File: src/hw/rtl/rdip_pkg.sv
// Shared types and constants for the relative decimal integer parser.
// Has no dependencies; the parse core, clamp stage and top level import it.
`default_nettype none

package rdip_pkg;

    localparam int CHAR_W  = 8;
    localparam int MAG_W   = 32;
    localparam int VALUE_W = 32;
    localparam int CNT_W   = 8;
    localparam int CFG_IDX_W = 2;

    // Values the clamp works in: a 32-bit signed base plus a 33-bit signed number.
    localparam int WIDE_W = VALUE_W + 2;

    localparam logic [CHAR_W-1:0] CH_NUL   = 8'h00;
    localparam logic [CHAR_W-1:0] CH_PLUS  = 8'h2B;
    localparam logic [CHAR_W-1:0] CH_MINUS = 8'h2D;
    localparam logic [CHAR_W-1:0] CH_ZERO  = 8'h30;
    localparam logic [CHAR_W-1:0] CH_NINE  = 8'h39;
    localparam logic [CHAR_W-1:0] CH_AT    = 8'h40;

    localparam logic [CNT_W-1:0] CNT_MAX = {CNT_W{1'b1}};
    localparam logic [MAG_W-1:0] MAG_MAX = {MAG_W{1'b1}};

    // Configuration register indexes
    localparam logic [CFG_IDX_W-1:0] CFG_MIN_VALUE     = 2'd0;
    localparam logic [CFG_IDX_W-1:0] CFG_DEFAULT_VALUE = 2'd1;
    localparam logic [CFG_IDX_W-1:0] CFG_MAX_VALUE     = 2'd2;

    // Snapshot of a finished parse, handed from the parse core to the clamp stage
    typedef struct packed {
        logic             seen_digit;
        logic             relative;
        logic             negative;
        logic [MAG_W-1:0] magnitude;
        logic [CNT_W-1:0] char_count;
    } rdip_rec_t;

endpackage

`default_nettype wire

File: src/hw/rtl/relative_decimal_int_parser_unit.sv
// Relative decimal integer parser top level: config registers, parse core, clamp stage.
// A terminating character passes the character input and record registers before
// out_valid rises. Throughput: one character per cycle unless stalled; stall propagates
// back from the output register through the record register to the input register.
// Reset (rst_n, async, active low): skip phase, no result pending, min_value = -2^31,
// default_value = 0, max_value = 2^31-1. Depends on rdip_pkg, rdip_parse_core, rdip_clamp.
`default_nettype none

module relative_decimal_int_parser_unit
    import rdip_pkg::*;
(
    input  wire logic                    clk,
    input  wire logic                    rst_n,

    // character channel
    input  wire logic                    in_valid,
    output logic                         in_stall,
    input  wire logic [CHAR_W-1:0]       ch,

    // result channel
    output logic                         out_valid,
    input  wire logic                    out_stall,
    output logic signed [VALUE_W-1:0]    value,
    output logic                         had_digits,
    output logic                         was_relative,
    output logic [CNT_W-1:0]             chars_used,

    // configuration write channel
    input  wire logic                    cfg_valid,
    output logic                         cfg_ready,
    input  wire logic [CFG_IDX_W-1:0]    cfg_index,
    input  wire logic [VALUE_W-1:0]      cfg_data
);

    logic signed [VALUE_W-1:0] min_value_reg;
    logic signed [VALUE_W-1:0] default_value_reg;
    logic signed [VALUE_W-1:0] max_value_reg;

    logic       rec_valid;
    logic       rec_ready;
    rdip_rec_t  rec;

    // Configuration writes are always accepted; unknown indexes drop.
    assign cfg_ready = 1'b1;

    always_ff @(posedge clk or negedge rst_n)
    begin
        if (!rst_n)
        begin
            min_value_reg     <= {1'b1, {(VALUE_W-1){1'b0}}};
            default_value_reg <= '0;
            max_value_reg     <= {1'b0, {(VALUE_W-1){1'b1}}};
        end
        else if (cfg_valid && cfg_ready)
        begin
            case (cfg_index)
                CFG_MIN_VALUE:     min_value_reg     <= signed'(cfg_data);
                CFG_DEFAULT_VALUE: default_value_reg <= signed'(cfg_data);
                CFG_MAX_VALUE:     max_value_reg     <= signed'(cfg_data);
                default:           ;
            endcase
        end
    end

    // Stage 1/2: register the character, advance the parse state, hand off a record
    // on every transfer that finishes a parse.
    rdip_parse_core u_parse_core (
        .clk       (clk),
        .rst_n     (rst_n),
        .in_valid  (in_valid),
        .in_stall  (in_stall),
        .ch        (ch),
        .rec_valid (rec_valid),
        .rec       (rec),
        .rec_ready (rec_ready)
    );

    // Stage 3: default, relative add and clamp into the output register.
    rdip_clamp u_clamp (
        .clk           (clk),
        .rst_n         (rst_n),
        .rec_valid     (rec_valid),
        .rec           (rec),
        .rec_ready     (rec_ready),
        .min_value     (min_value_reg),
        .default_value (default_value_reg),
        .max_value     (max_value_reg),
        .out_valid     (out_valid),
        .out_stall     (out_stall),
        .value         (value),
        .had_digits    (had_digits),
        .was_relative  (was_relative),
        .chars_used    (chars_used)
    );

endmodule

`default_nettype wire

File: src/hw/rtl/rdip_parse_core.sv
// Character input register and parse state; emits a finished-parse record.
// Depends on rdip_pkg.
`default_nettype none

module rdip_parse_core
    import rdip_pkg::*;
(
    input  wire logic              clk,
    input  wire logic              rst_n,
    input  wire logic              in_valid,
    output logic                   in_stall,
    input  wire logic [CHAR_W-1:0] ch,
    output logic                   rec_valid,
    output rdip_rec_t              rec,
    input  wire logic              rec_ready
);

    logic              ch_valid_reg;
    logic [CHAR_W-1:0] ch_reg;

    logic              in_digits_reg, in_digits_next;
    logic              negative_reg, negative_next;
    logic              relative_reg, relative_next;
    logic              seen_digit_reg, seen_digit_next;
    logic [MAG_W-1:0]  magnitude_reg, magnitude_next;
    logic [CNT_W-1:0]  char_count_reg, char_count_next;

    logic              rec_valid_reg, rec_valid_next;
    rdip_rec_t         rec_reg, rec_next;

    logic              take;
    logic              accept;
    logic              is_digit;
    logic [MAG_W+3:0]  mag_prod;
    logic [MAG_W-1:0]  mag_sat;
    logic [CNT_W-1:0]  cnt_inc;

    assign take     = ch_valid_reg && (!rec_valid_reg || rec_ready);
    assign in_stall = ch_valid_reg && !take;
    assign accept   = in_valid && !in_stall;

    assign is_digit = ch_reg inside {[CH_ZERO:CH_NINE]};

    // magnitude * 10 + digit as (m << 3) + (m << 1) + d, saturating
    assign mag_prod = {1'b0, magnitude_reg, 3'b000} + {3'b000, magnitude_reg, 1'b0}
                    + {{(MAG_W){1'b0}}, ch_reg[3:0]};
    assign mag_sat  = (mag_prod[MAG_W+3:MAG_W] != 4'd0) ? MAG_MAX : mag_prod[MAG_W-1:0];
    assign cnt_inc  = (char_count_reg == CNT_MAX) ? char_count_reg : char_count_reg + 1'b1;

    always_comb
    begin
        in_digits_next  = in_digits_reg;
        negative_next   = negative_reg;
        relative_next   = relative_reg;
        seen_digit_next = seen_digit_reg;
        magnitude_next  = magnitude_reg;
        char_count_next = char_count_reg;
        rec_valid_next  = rec_valid_reg && !rec_ready;
        rec_next        = rec_reg;

        if (take)
        begin
            rec_valid_next        = 1'b0;
            rec_next.seen_digit   = seen_digit_reg;
            rec_next.relative     = relative_reg;
            rec_next.negative     = negative_reg;
            rec_next.magnitude    = magnitude_reg;
            rec_next.char_count   = char_count_reg;

            if (ch_reg == CH_NUL)
            begin
                // end of string: emit and clear, NUL is not counted
                rec_valid_next  = 1'b1;
                in_digits_next  = 1'b0;
                negative_next   = 1'b0;
                relative_next   = 1'b0;
                seen_digit_next = 1'b0;
                magnitude_next  = '0;
                char_count_next = '0;
            end
            else if (is_digit)
            begin
                in_digits_next  = 1'b1;
                seen_digit_next = 1'b1;
                magnitude_next  = mag_sat;
                char_count_next = cnt_inc;
            end
            else if (!in_digits_reg)
            begin
                char_count_next = cnt_inc;
                if (ch_reg >= CH_AT)
                begin
                    // high character while skipping: counted, consumed, gives default
                    rec_valid_next      = 1'b1;
                    rec_next.char_count = cnt_inc;
                    negative_next       = 1'b0;
                    relative_next       = 1'b0;
                    magnitude_next      = '0;
                    char_count_next     = '0;
                end
                else
                begin
                    if (ch_reg == CH_PLUS || ch_reg == CH_MINUS)
                        relative_next = 1'b1;
                    if (ch_reg == CH_MINUS)
                        negative_next = 1'b1;
                end
            end
            else
            begin
                // terminator after digits: emit; a low character opens the next parse
                rec_valid_next  = 1'b1;
                in_digits_next  = 1'b0;
                seen_digit_next = 1'b0;
                magnitude_next  = '0;
                negative_next   = 1'b0;
                relative_next   = 1'b0;
                char_count_next = '0;
                if (ch_reg < CH_AT)
                begin
                    char_count_next = {{(CNT_W-1){1'b0}}, 1'b1};
                    relative_next   = (ch_reg == CH_PLUS) || (ch_reg == CH_MINUS);
                    negative_next   = (ch_reg == CH_MINUS);
                end
            end
        end
    end

    always_ff @(posedge clk or negedge rst_n)
    begin
        if (!rst_n)
        begin
            ch_valid_reg   <= 1'b0;
            in_digits_reg  <= 1'b0;
            negative_reg   <= 1'b0;
            relative_reg   <= 1'b0;
            seen_digit_reg <= 1'b0;
            magnitude_reg  <= '0;
            char_count_reg <= '0;
            rec_valid_reg  <= 1'b0;
        end
        else
        begin
            ch_valid_reg   <= accept || (ch_valid_reg && !take);
            in_digits_reg  <= in_digits_next;
            negative_reg   <= negative_next;
            relative_reg   <= relative_next;
            seen_digit_reg <= seen_digit_next;
            magnitude_reg  <= magnitude_next;
            char_count_reg <= char_count_next;
            rec_valid_reg  <= rec_valid_next;
        end
    end

    always_ff @(posedge clk)
    begin
        if (accept)
            ch_reg <= ch;
        rec_reg <= rec_next;
    end

    assign rec_valid = rec_valid_reg;
    assign rec       = rec_reg;

endmodule

`default_nettype wire

File: src/hw/rtl/rdip_clamp.sv
// Result stage: applies default, relative offset and clamp, holds the output register.
// Depends on rdip_pkg.
`default_nettype none

module rdip_clamp
    import rdip_pkg::*;
(
    input  wire logic                      clk,
    input  wire logic                      rst_n,
    input  wire logic                      rec_valid,
    input  wire rdip_rec_t                 rec,
    output logic                           rec_ready,
    input  wire logic signed [VALUE_W-1:0] min_value,
    input  wire logic signed [VALUE_W-1:0] default_value,
    input  wire logic signed [VALUE_W-1:0] max_value,
    output logic                           out_valid,
    input  wire logic                      out_stall,
    output logic signed [VALUE_W-1:0]      value,
    output logic                           had_digits,
    output logic                           was_relative,
    output logic [CNT_W-1:0]               chars_used
);

    logic                         out_valid_reg;
    logic signed [VALUE_W-1:0]    value_reg, value_next;
    logic                         had_digits_reg;
    logic                         was_relative_reg;
    logic [CNT_W-1:0]             chars_used_reg;

    logic signed [WIDE_W-1:0]     mag_ext;
    logic signed [WIDE_W-1:0]     num;
    logic signed [WIDE_W-1:0]     def_ext;
    logic signed [WIDE_W-1:0]     min_ext;
    logic signed [WIDE_W-1:0]     max_ext;
    logic signed [WIDE_W-1:0]     raw;
    logic                         load;

    assign rec_ready = !out_valid_reg || !out_stall;
    assign load      = rec_valid && rec_ready;

    always_comb
    begin
        mag_ext = signed'({2'b00, rec.magnitude});
        num     = rec.negative ? -mag_ext : mag_ext;
        def_ext = WIDE_W'(default_value);
        min_ext = WIDE_W'(min_value);
        max_ext = WIDE_W'(max_value);

        if (!rec.seen_digit)
            raw = def_ext;
        else if (rec.relative)
            raw = def_ext + num;
        else
            raw = num;

        // with reversed bounds, a value below the lower bound gives it, any other the upper bound
        if (raw < min_ext)
            value_next = min_value;
        else if (raw > max_ext)
            value_next = max_value;
        else
            value_next = raw[VALUE_W-1:0];
    end

    always_ff @(posedge clk or negedge rst_n)
    begin
        if (!rst_n)
            out_valid_reg <= 1'b0;
        else if (rec_ready)
            out_valid_reg <= rec_valid;
    end

    always_ff @(posedge clk)
    begin
        if (load)
        begin
            value_reg        <= value_next;
            had_digits_reg   <= rec.seen_digit;
            was_relative_reg <= rec.relative;
            chars_used_reg   <= rec.char_count;
        end
    end

    assign out_valid    = out_valid_reg;
    assign value        = value_reg;
    assign had_digits   = had_digits_reg;
    assign was_relative = was_relative_reg;
    assign chars_used   = chars_used_reg;

endmodule

`default_nettype wire

File: config.mk
export PLATFORM = sky130hd
export DESIGN_NAME = relative_decimal_int_parser_unit
export DESIGN_NICKNAME = d
export VERILOG_FILES = /design/src/hw/rtl/rdip_pkg.sv /design/src/hw/rtl/relative_decimal_int_parser_unit.sv /design/src/hw/rtl/rdip_parse_core.sv /design/src/hw/rtl/rdip_clamp.sv
export SDC_FILE = /design/constraint.sdc
export NUM_CORES = 1
export LEC_CHECK = 0
export ABC_AREA = 0
export BUFFER_PORTS_ARGS = -buffer_cell sky130_fd_sc_hd__buf_2
export CORE_UTILIZATION = 40
export DETAILED_ROUTE_END_ITERATION = 12
export PLACE_DENSITY_LB_ADDON = 0.15
export SYNTH_ARGS = -nofsm -noshare
export SYNTH_HDL_FRONTEND = slang
export SYNTH_SLANG_ARGS = --single-unit
File: constraint.sdc
create_clock -name clk -period 8.82 [get_ports clk]
set_clock_uncertainty 0.15 [all_clocks]
set_input_delay 2.646 -clock clk [delete_from_list [all_inputs] [get_ports clk]]
set_output_delay 2.646 -clock clk [all_outputs]
set_load 0.005 [all_outputs]
-- Word level (Yosys, flattened, before mapping)
Cells that the tools add are included.
- output and inout port bits: 45
- input bits: 47
- register bits: 236
- word-level logic and storage cells: 111
- reduce and logical (&&, ||, !) cells: 30
- equal/unequal tests: 6
- $lt $le $gt $ge: 6
- add/sub/neg operators: 5
- muxes and demuxes: 42
- operator list (operator ; number):
    $mux 32 ; 7
    $mux 34 ; 3
    $mux 8 ; 9
    $add 35x33->36 ; 1
    $add 36x4->36 ; 1
    $add 32x34->34 ; 1
    $gt 34x32->1 ; 1
    $lt 34x32->1 ; 1
    $neg 32->34 ; 1
    $mux 1 ; 23
    $eq 8x6->1 const B ; 2
    $reduce_bool 4->1 ; 4
    $reduce_and 2->1 ; 5
    $add 8x1->8 const B ; 1
    $eq 8x8->1 const B ; 1
    $ge 8x6->1 const B ; 1
    $ge 8x7->1 const B ; 1
    $le 8x6->1 const B ; 1
    $logic_not 8->1 ; 1
    $lt 8x7->1 const B ; 1
    $logic_and 1x1->1 ; 6
    $logic_not 1->1 ; 6
    $reduce_and 3->1 ; 2
    $logic_or 1x1->1 ; 4
    other kinds (5) ; 5

-- Logic depth before layout (Yosys ltp)
Gate-level depths: netlist of the first run.
- word-level depth: 9
- gate-level depth with buffers: 29
- mapped depth without buffers: 26

-- By module
Synthesis of the first run repeated with hierarchy kept, for this count alone.
- cell total of the unflattened synthesis: 1670
- area total of the unflattened synthesis: 16663.5 µm²
- modules (own cells, without submodules) (module ; cells an instance ; seq. area each (µm²) ; times used ; area an instance (µm²)):
    rdip_clamp ; 897 ; 1286.2 ; 1 ; 6951.7
    rdip_parse_core ; 567 ; 2682.6 ; 1 ; 6034.5
    relative_decimal_int_parser_unit ; 206 ; 2442.3 ; 1 ; 3677.3

-- Worst setup path before layout of the first run
No wires, ideal clock.
- kind: in2reg
- from: input port out_stall
- to: register u_clamp.chars_used_reg[0], in the netlist u_clamp.chars_used[0], enable pin
- slack: 2.449 ns
- arrival: 5.715 ns
- setup time: 0.506 ns
- buffers on the path: 0
- data required time: 8.164 ns
- stages on the path: 1
- cell sequence: a21boi_0
- word-level cells in the longest chain between the ends: 3
- RTL lines (what ; line ; source):
    start, declared ; relative_decimal_int_parser_unit.sv:22 ; input wire logic out_stall,
    $logic_not 1->1 ; rdip_clamp.sv:38 ; assign rec_ready = !out_valid_reg || !out_stall;
    $logic_or 1x1->1 ; rdip_clamp.sv:38 ;
    $logic_and 1x1->1 ; rdip_clamp.sv:39 ; assign load = rec_valid && rec_ready;
    end signal, assigned ; rdip_clamp.sv:80 ; chars_used_reg <= rec.char_count;
    end, declared ; rdip_clamp.sv:28 ; logic [CNT_W-1:0] chars_used_reg;
Every way passes these cells.
A chain may end at the register's enable or synchronous reset.

-- Worst setup path in the final report of the first run
- from: register u_parse_core.rec_reg (netlist bit u_parse_core.rec[20])
- to: register u_clamp.value_reg[2], in the netlist u_clamp.value[2] (data pin)
- word-level cells in the longest chain between the ends: 8
- elaborated cells between the ends (all ways): 9
- those cells by class: add/sub: 2; order compare: 2; mux: 5
- RTL lines (what ; line ; source):
    start, declared ; rdip_parse_core.sv:29 ; rdip_rec_t rec_reg, rec_next;
    start signal, assigned ; rdip_parse_core.sv:159 ; rec_reg <= rec_next;
    $neg 32->34 ; rdip_clamp.sv:44 ; num = rec.negative ? -mag_ext : mag_ext;
    $mux 34 * ; rdip_clamp.sv:44 ;
    $add 32x34->34 ; rdip_clamp.sv:52 ; raw = def_ext + num;
    $mux 34 * ; rdip_clamp.sv:51 ; else if (rec.relative)
    $mux 34 * ; rdip_clamp.sv:49 ; if (!rec.seen_digit)
    $gt 34x32->1 ; rdip_clamp.sv:59 ; else if (raw > max_ext)
    $mux 32 ; rdip_clamp.sv:59 ;
    $mux 32 * ; rdip_clamp.sv:57 ; if (raw < min_ext)
    named net u_clamp.value_next[2] ; rdip_clamp.sv:25 ; logic signed [VALUE_W-1:0] value_reg, value_next;
    end signal, assigned ; rdip_clamp.sv:77 ; value_reg <= value_next;
    end, declared ; rdip_clamp.sv:25 ;
The timed path passes the listed nets; every way through them passes the cells marked *.

==> flow_summary.yaml, run 1 <==
layout:
  syn2layout_area_growth_pct: 11.24
  largest_register_ffs: 43
  drive_above_1_share_pct: 15.04
  nets: 2074
  diodes: 0
  design_area_mm2: 0.01863
  fin_util_pct: 45.42
  nFillCells: 3921
pwr:
  power.leakage_nw: 8.225
  max-vdd-ir-drop_uv: 133.9
  power_frac_comb_pct: 41.5
  switching_share_pct: 38.24
  pwr-share-seq_pct: 34.1
  pwr-share-clk_pct: 24.4
  p_per_area_mw_per_mm2: 242.0
  p_sw_w: 0.001724
  internal_power_w: 0.002785
detailed_routing:
  routed_wirelength_mm: 47.07
  ant_nets: 0
  wl_per_cell_um: 19.56
  via_per_inst: 5.772
  firstDrtPassIters: 9
  drc: 10
  vias: 13890
  drt_iter0_drc: 952
placed_design:
  place_hpwl_mm: 35.99
  placement.io_buffers: 90
  gp_congestion: 0.9200
  dp_slack_ns: 1.054
  place_area_mm2: 0.01776
synth:
  ys.flop_type: "dfrtp_1"
  async_reset_ff_share_pct: 60.59
  syn-num-nets: 2016
  synth-edff-count: 93
  syn_area_per_cell_um2: 9.320
  synth_top_area_share_pct: 16.68
  yosys-top-cells-area: "edfxtp_1 17%, dfrtp_1 17%, ha_1 13%"
  synth_cell_types: 81
  synth_top_area_cell: "edfxtp_1"
  ys.warnings.count: 0
  synth_cells: 1797
  ys_ff_latch: 236
  syn-cell-area_mm2: 0.01675
  ys_seq_area_share_pct: 38.28
clocking:
  postCtsHoldBufs: 0
  root_buffer: "clkbuf_16"
  numCtsBuffers: 27
  post_cts_resized: 0
  cts_buffer_depth: 3
  clkLatencyLatePin_ns: 0.55
  cts_tree: "yes"
  path_clk_slew_ns: 0.06
  cts_max_level: 1
  cts_setup_buffers: 0
  clock_sinks: 236
timing:
  period_needed_ns: 7.882
  hold_viol_final: 0
  relSlewSlack_pct: 26.25
  drv_slew: 0
  finalCritPeriodShare_pct: 89.36
  fin_tns_setup_ns: 0
  worst_slew_pin_slew_ns: 1.098
  setup_ws_ns: 0.9383
  fmax_mhz: 126.9
  rsz0062_at_grt: "no"
  setup_viol: 0
worst_setup_path:
  crit_path_top_delay_cell: "or4_4"
  startpoint: "u_parse_core.rec[20]$_DFFE_PP_"
  path_max_fanout: 40
  endpoint_kind: "flop"
  crit_buf_inv: 2
  max_stage_delay_ns: 0.60
  crit_required_ns: 8.91
  arrival_ns: 7.97
  cp_cell_sequence: "or4_4, or3_2, o41ai_1, xor2_1, inv_1, ha_1, nand2_1, nor4_1, nor3_1, a2111oi_0, mux2_2, o221ai_1, ha_1, a21o_1, a21oi_1, o21ai_0, a211oi_1, a21o_1, nand2_2, buf_4, nand2_1, o221ai_1"
  crit_family: "compound AO/OA/AOI/OAI gates"
  start_kind: "flop"
  r2r_start: "u_parse_core.rec[20]$_DFFE_PP_"
  crit_type: "reg -> reg"
hold_path:
  hold_start: "u_parse_core.rec[3]$_DFFE_PP_"
  hp-class: "reg -> reg"
global_route:
  grt_pass1_vias: 13430
  grt_max_degree: 79
  grt.overflow.total: 0
  grt_pass1_wl_mm: 73.92
  antenna_found_initial: 0
  grtUsageTotal_pct: 21.95
die:
  core_mm2: 0.04102
  die_y_um: 206.6
  ios: 92
  start_util_pct: 40.83
  fp.dieArea_mm2: 0.04269
  die_w_um: 206.6
  std_cell_rows: 74
job:
  max-cap-violations: 0
run_status:
  status: "finished with violations"
  violations: "design-rule violations"
## logic make-up (layout without fill, tap and decap cells)
kind of cell / count (synthesis) / after routing / synth area share [%]
compound gates: 510 / 510 / 19.76
buf+inv: 186 / 264 / 4.258
mux: 74 / 74 / 4.931
xor+xnor: 75 / 75 / 3.922
other cells: 1 / 1 / 0.02239
flops: 236 / 236 / 38.28
simple gates: 543 / 543 / 15.84
fa+ha+maj: 172 / 172 / 12.98
## final timing paths
| check | to | slack, ns | cells past startpoint |
|---|---|---|---|
| setup / recovery | u_clamp.value[2]$_DFFE_PP_ | 0.94 | 22 |
| hold / removal | u_clamp.chars_used[3]$_DFFE_PP_ | 0.27 | 0 |
| setup reg to reg | u_clamp.value[2]$_DFFE_PP_ | 0.94 | 22 |
| hold reg to reg | u_clamp.chars_used[3]$_DFFE_PP_ | 0.27 | 0 |
| max in group asynchronous | default_value_reg[23]$_DFFE_PN0P_ | 5.10 | 2 |
| min in group asynchronous | u_parse_core.magnitude_reg[6]$_DFFE_PN0P_ | 2.00 | 1 |
## cells in the mapped netlist, types with 5 or more instances
cell type,count
nand2_1,182
ha_1,169
o21ai_0,141
nor2_1,126
a21oi_1,116
dfrtp_1,111
inv_1,101
edfxtp_1,93
clkbuf_1,71
mux2_2,68
xnor2_1,48
nand4_1,42
a21o_1,40
nand3_1,39
nor4_1,33
dfstp_2,32
xor2_1,27
nor3_1,23
a31oi_1,22
nor2b_1,18
o221ai_1,18
o21a_1,17
o31ai_1,17
a211oi_1,16
o211ai_1,14
and3_1,13
or3_1,12
and4_1,11
a311oi_1,10
a22oi_1,9
buf_2,9
o21bai_1,9
a311o_1,8
nand2b_1,8
o311ai_0,8
o41ai_1,8
a2111oi_0,7
a41oi_1,7
o21ai_1,7
and2_1,6
mux2i_1,6
o311a_1,5
or2_2,5
## through the flow
stage / power, W / hold WS [ns] / std cells
2_1_floorplan: 0.002822 / 0.2503 / 1797
3_3_place_gp: 0.003382 / 0.2520 / 2358
3_5_place_dp: 0.003407 / 0.2545 / 2358
4_1_cts: 0.004528 / 0.2693 / 2407
5_1_grt: 0.004799 / 0.2705 / 2407
6_report: 0.004509 / 0.2669 / 2407
## metal layers
layer	GRT usage, %	vias to the layer above	part of all wire, %
met2	36.07	335	46
li1	-	6824	-
met3	2.261	58	5.2
met1	30.34	6677	46
met5	0	-	0
met4	6.723	0	2.5
## placed cells by master, fill, tap and decap left out, drive strengths merged, types with 9 or more instances in the layout
master  instances
nand2         182
ha            169
o21ai         148
nor2          126
a21oi         116
buf           113
dfrtp         111
inv           102
edfxtp         93
mux2           68
xnor2          48
nand4          42
nand3          41
a21o           40
clkbuf         36
nor4           34
dfstp          32
xor2           27
nor3           25
a31oi          22
nor2b          18
o221ai         18
o21a           17
o31ai          17
a211oi         16
o211ai         14
and3           13
or3            13
clkinv         12
and4           11
a311oi         10
o41ai          10
a22oi           9
o21bai          9
## power groups by stage
stage	Combinational [W]	Sequential, W	Clock, W
floorplan	0.00130	0.00152	0
global placement	0.00183	0.00156	0
detailed placement	0.00185	0.00156	0
CTS	0.00186	0.00154	0.00113
global route	0.00207	0.00156	0.00117
finish	0.00187	0.00154	0.00110
## worst reg2reg max path, cell delays in order, from the launching register on
cell	delay [ns]
edfxtp_1	0.43
or4_4	0.60
or3_2	0.46
o41ai_1	0.38
xor2_1	0.26
inv_1	0.07
ha_1	0.43
nand2_1	0.11
nor4_1	0.36
nor3_1	0.11
a2111oi_0	0.54
mux2_2	0.40
o221ai_1	0.41
ha_1	0.34
a21o_1	0.16
a21oi_1	0.15
o21ai_0	0.14
a211oi_1	0.33
a21o_1	0.54
nand2_2	0.57
buf_4	0.42
nand2_1	0.11
o221ai_1	0.13
## cell type report
class	count	area, um^2	share of cell area (%)
timing repair buffer	113	629.4	3.378
clock buffer	36	772.0	4.144
tap	532	665.6	3.573
clock inverter	13	100.1	0.5373
sequential	236	6411	34.41
multi-input combinational	1375	9669	51.90
inverter	102	382.9	2.055
Note: power is estimated with default switching activity, not from simulation.
==> run 2: changes to the inputs <==
REMOVE_ABC_BUFFERS = 1   (was default)
==> flow_summary.yaml, run 2 (synthesis results as in run 1) <==
worst_setup_path:
  crit_required_ns: 8.92
  r2r_slack_ns: 0.94
  cp-endpoint: "u_clamp.value[2]$_DFFE_PP_"
  max_stage_delay_ns: 0.67
  r2r_start: "u_parse_core.rec[20]$_DFFE_PP_"
  crit_family: "compound AO/OA/AOI/OAI gates"
  crit_path_top_delay_cell: "a2111oi_0"
  endpoint_kind: "flop"
  startpoint: "u_parse_core.rec[20]$_DFFE_PP_"
  crit_type: "reg -> reg"
  r2r_cells: 22
  cp.depth: 22
  arrival_ns: 7.98
  reg2reg_to: "u_clamp.value[2]$_DFFE_PP_"
  path_max_fanout: 46
  start_kind: "flop"
  cp_cell_sequence: "or4_4, or3_2, o41ai_1, xor2_1, inv_1, ha_1, nand2_1, nor4_1, nor3_1, a2111oi_0, mux2_2, o221ai_1, ha_1, a21o_1, a21oi_1, o21ai_0, a211oi_1, a21o_1, nand2_2, buf_4, nand2_1, o221ai_1"
  crit_buf_inv: 2
global_route:
  grtUsageTotal_pct: 21.84
  grt_pass1_wl_mm: 73.31
  grt.overflow.total: 0
  antenna_found_initial: 0
  grt_pass1_vias: 13240
  grt_max_degree: 88
placed_design:
  place_area_mm2: 0.01776
  placement.io_buffers: 90
  gp_congestion: 0.9256
  placed_cells: 2358
  place_hpwl_mm: 35.66
timing:
  finalCritPeriodShare_pct: 89.35
  hold_viol_final: 0
  relSlewSlack_pct: 17.39
  drv_slew: 0
  period_needed_ns: 7.881
  setup_viol: 0
  worst_slew_pin_slew_ns: 1.239
  fin_tns_setup_ns: 0
  rsz0062_at_grt: "no"
  fmax_mhz: 126.9
  fin_hold_ws_ns: 0.2692
detailed_routing:
  met1Wirelength_mm: 22.32
  vias: 13760
  ant_nets: 0
  met2_wirelength_mm: 20.97
  routed_wirelength_mm: 46.26
  wl_met3_mm: 1.844
  highest_layer: "met4"
  firstDrtPassIters: 9
  drc: 12
  via_per_inst: 5.716
  drt_iter0_drc: 808
  wl_per_cell_um: 19.21
layout:
  design_area_mm2: 0.01861
  nets: 2074
  nFillCells: 3999
  mostFrequentLayoutCells: "181 x nand2_1, 169 x ha_1, 141 x o21ai_0"
  syn2layout_area_growth_pct: 11.13
  seq_area_mm2: 0.006411
  multi_input_area_mm2: 0.009669
  largest_register_ffs: 43
  diodes: 0
  finalNonFillerCells: 2408
  final_common_cell: "nand2_1"
  drive_above_1_share_pct: 15.03
die:
  std_cell_rows: 74
  ios: 92
  die_y_um: 206.6
  fp.dieArea_mm2: 0.04269
  core_mm2: 0.04102
  die_w_um: 206.6
  start_util_pct: 40.83
clocking:
  postCtsHoldBufs: 0
  cts_buffer_depth: 3
  numCtsBuffers: 27
  cts_max_level: 1
  path_clk_slew_ns: 0.06
  cts_tree: "yes"
  post_cts_resized: 0
  clkLatencyLatePin_ns: 0.56
  cts_setup_buffers: 0
  clock_sinks: 236
  root_buffer: "clkbuf_16"
pwr:
  power.leakage_nw: 8.217
  total_power_w: 0.004476
  max-vdd-ir-drop_uv: 124.3
  p_per_area_mw_per_mm2: 240.5
run_status:
  status: "finished with violations"
  violations: "design-rule violations"
job:
  max-cap-violations: 0
hold_path:
  hp-class: "reg -> reg"
==> run 2: cell count changes in the layout (fill, tap and decap cells not counted), sizes merged <==
cell	before	now
bufinv	1	0
clkbuf	36	40
clkinv	12	9
inv	102	103
==> run 2: layout make-up <==
cell class	instances	area share (%)
Timing Repair Buffer	113	3.382
Multi-Input combinational cell	1375	51.95
Clock buffer	40	4.282
Inverter	102	2.057
Clock inverter	10	0.3025
Tap cell	532	3.576
Sequential cell	236	34.45
==> run 2: worst min path at each step <==
stage	start	endpoint	cells after the start
after floorplan	u_parse_core.rec[0]$_DFFE_PP_	u_clamp.chars_used[0]$_DFFE_PP_	0
after global placement	u_parse_core.rec[1]$_DFFE_PP_	u_clamp.chars_used[1]$_DFFE_PP_	0
after detailed placement	u_parse_core.rec[6]$_DFFE_PP_	u_clamp.chars_used[6]$_DFFE_PP_	0
after CTS	u_parse_core.rec[6]$_DFFE_PP_	u_clamp.chars_used[6]$_DFFE_PP_	0
after global routing	u_parse_core.rec[1]$_DFFE_PP_	u_clamp.chars_used[1]$_DFFE_PP_	0
final	u_parse_core.rec[6]$_DFFE_PP_	u_clamp.chars_used[6]$_DFFE_PP_	0
==> run 2: per-stage QoR <==
stage          worst slack [ns]  utilization (%)
3_5_place_dp              1.052            43.30
5_1_grt                  0.4160            45.38
6_report                 0.9389            45.38
2_1_floorplan             1.949                -
3_3_place_gp              1.126            43.30
4_1_cts                   1.009            45.38
==> run 2: layer usage <==
layer | GRT usage [%] | vias up
li1 | - | 6822
met1 | 30.71 | 6583
met2 | 35.50 | 300
met3 | 1.978 | 59
met4 | 6.618 | 0
met5 | 0 | -
==> run 2: where the power goes <==
part	switching [W]	total [W]	leakage, nW	internal (W)
clock network	0.000449	0.00107	0.426	0.000625
logic	0.00114	0.00187	5.12	0.000730
registers	0.000118	0.00153	2.67	0.00141
total	0.00171	0.00448	8.22	0.00277
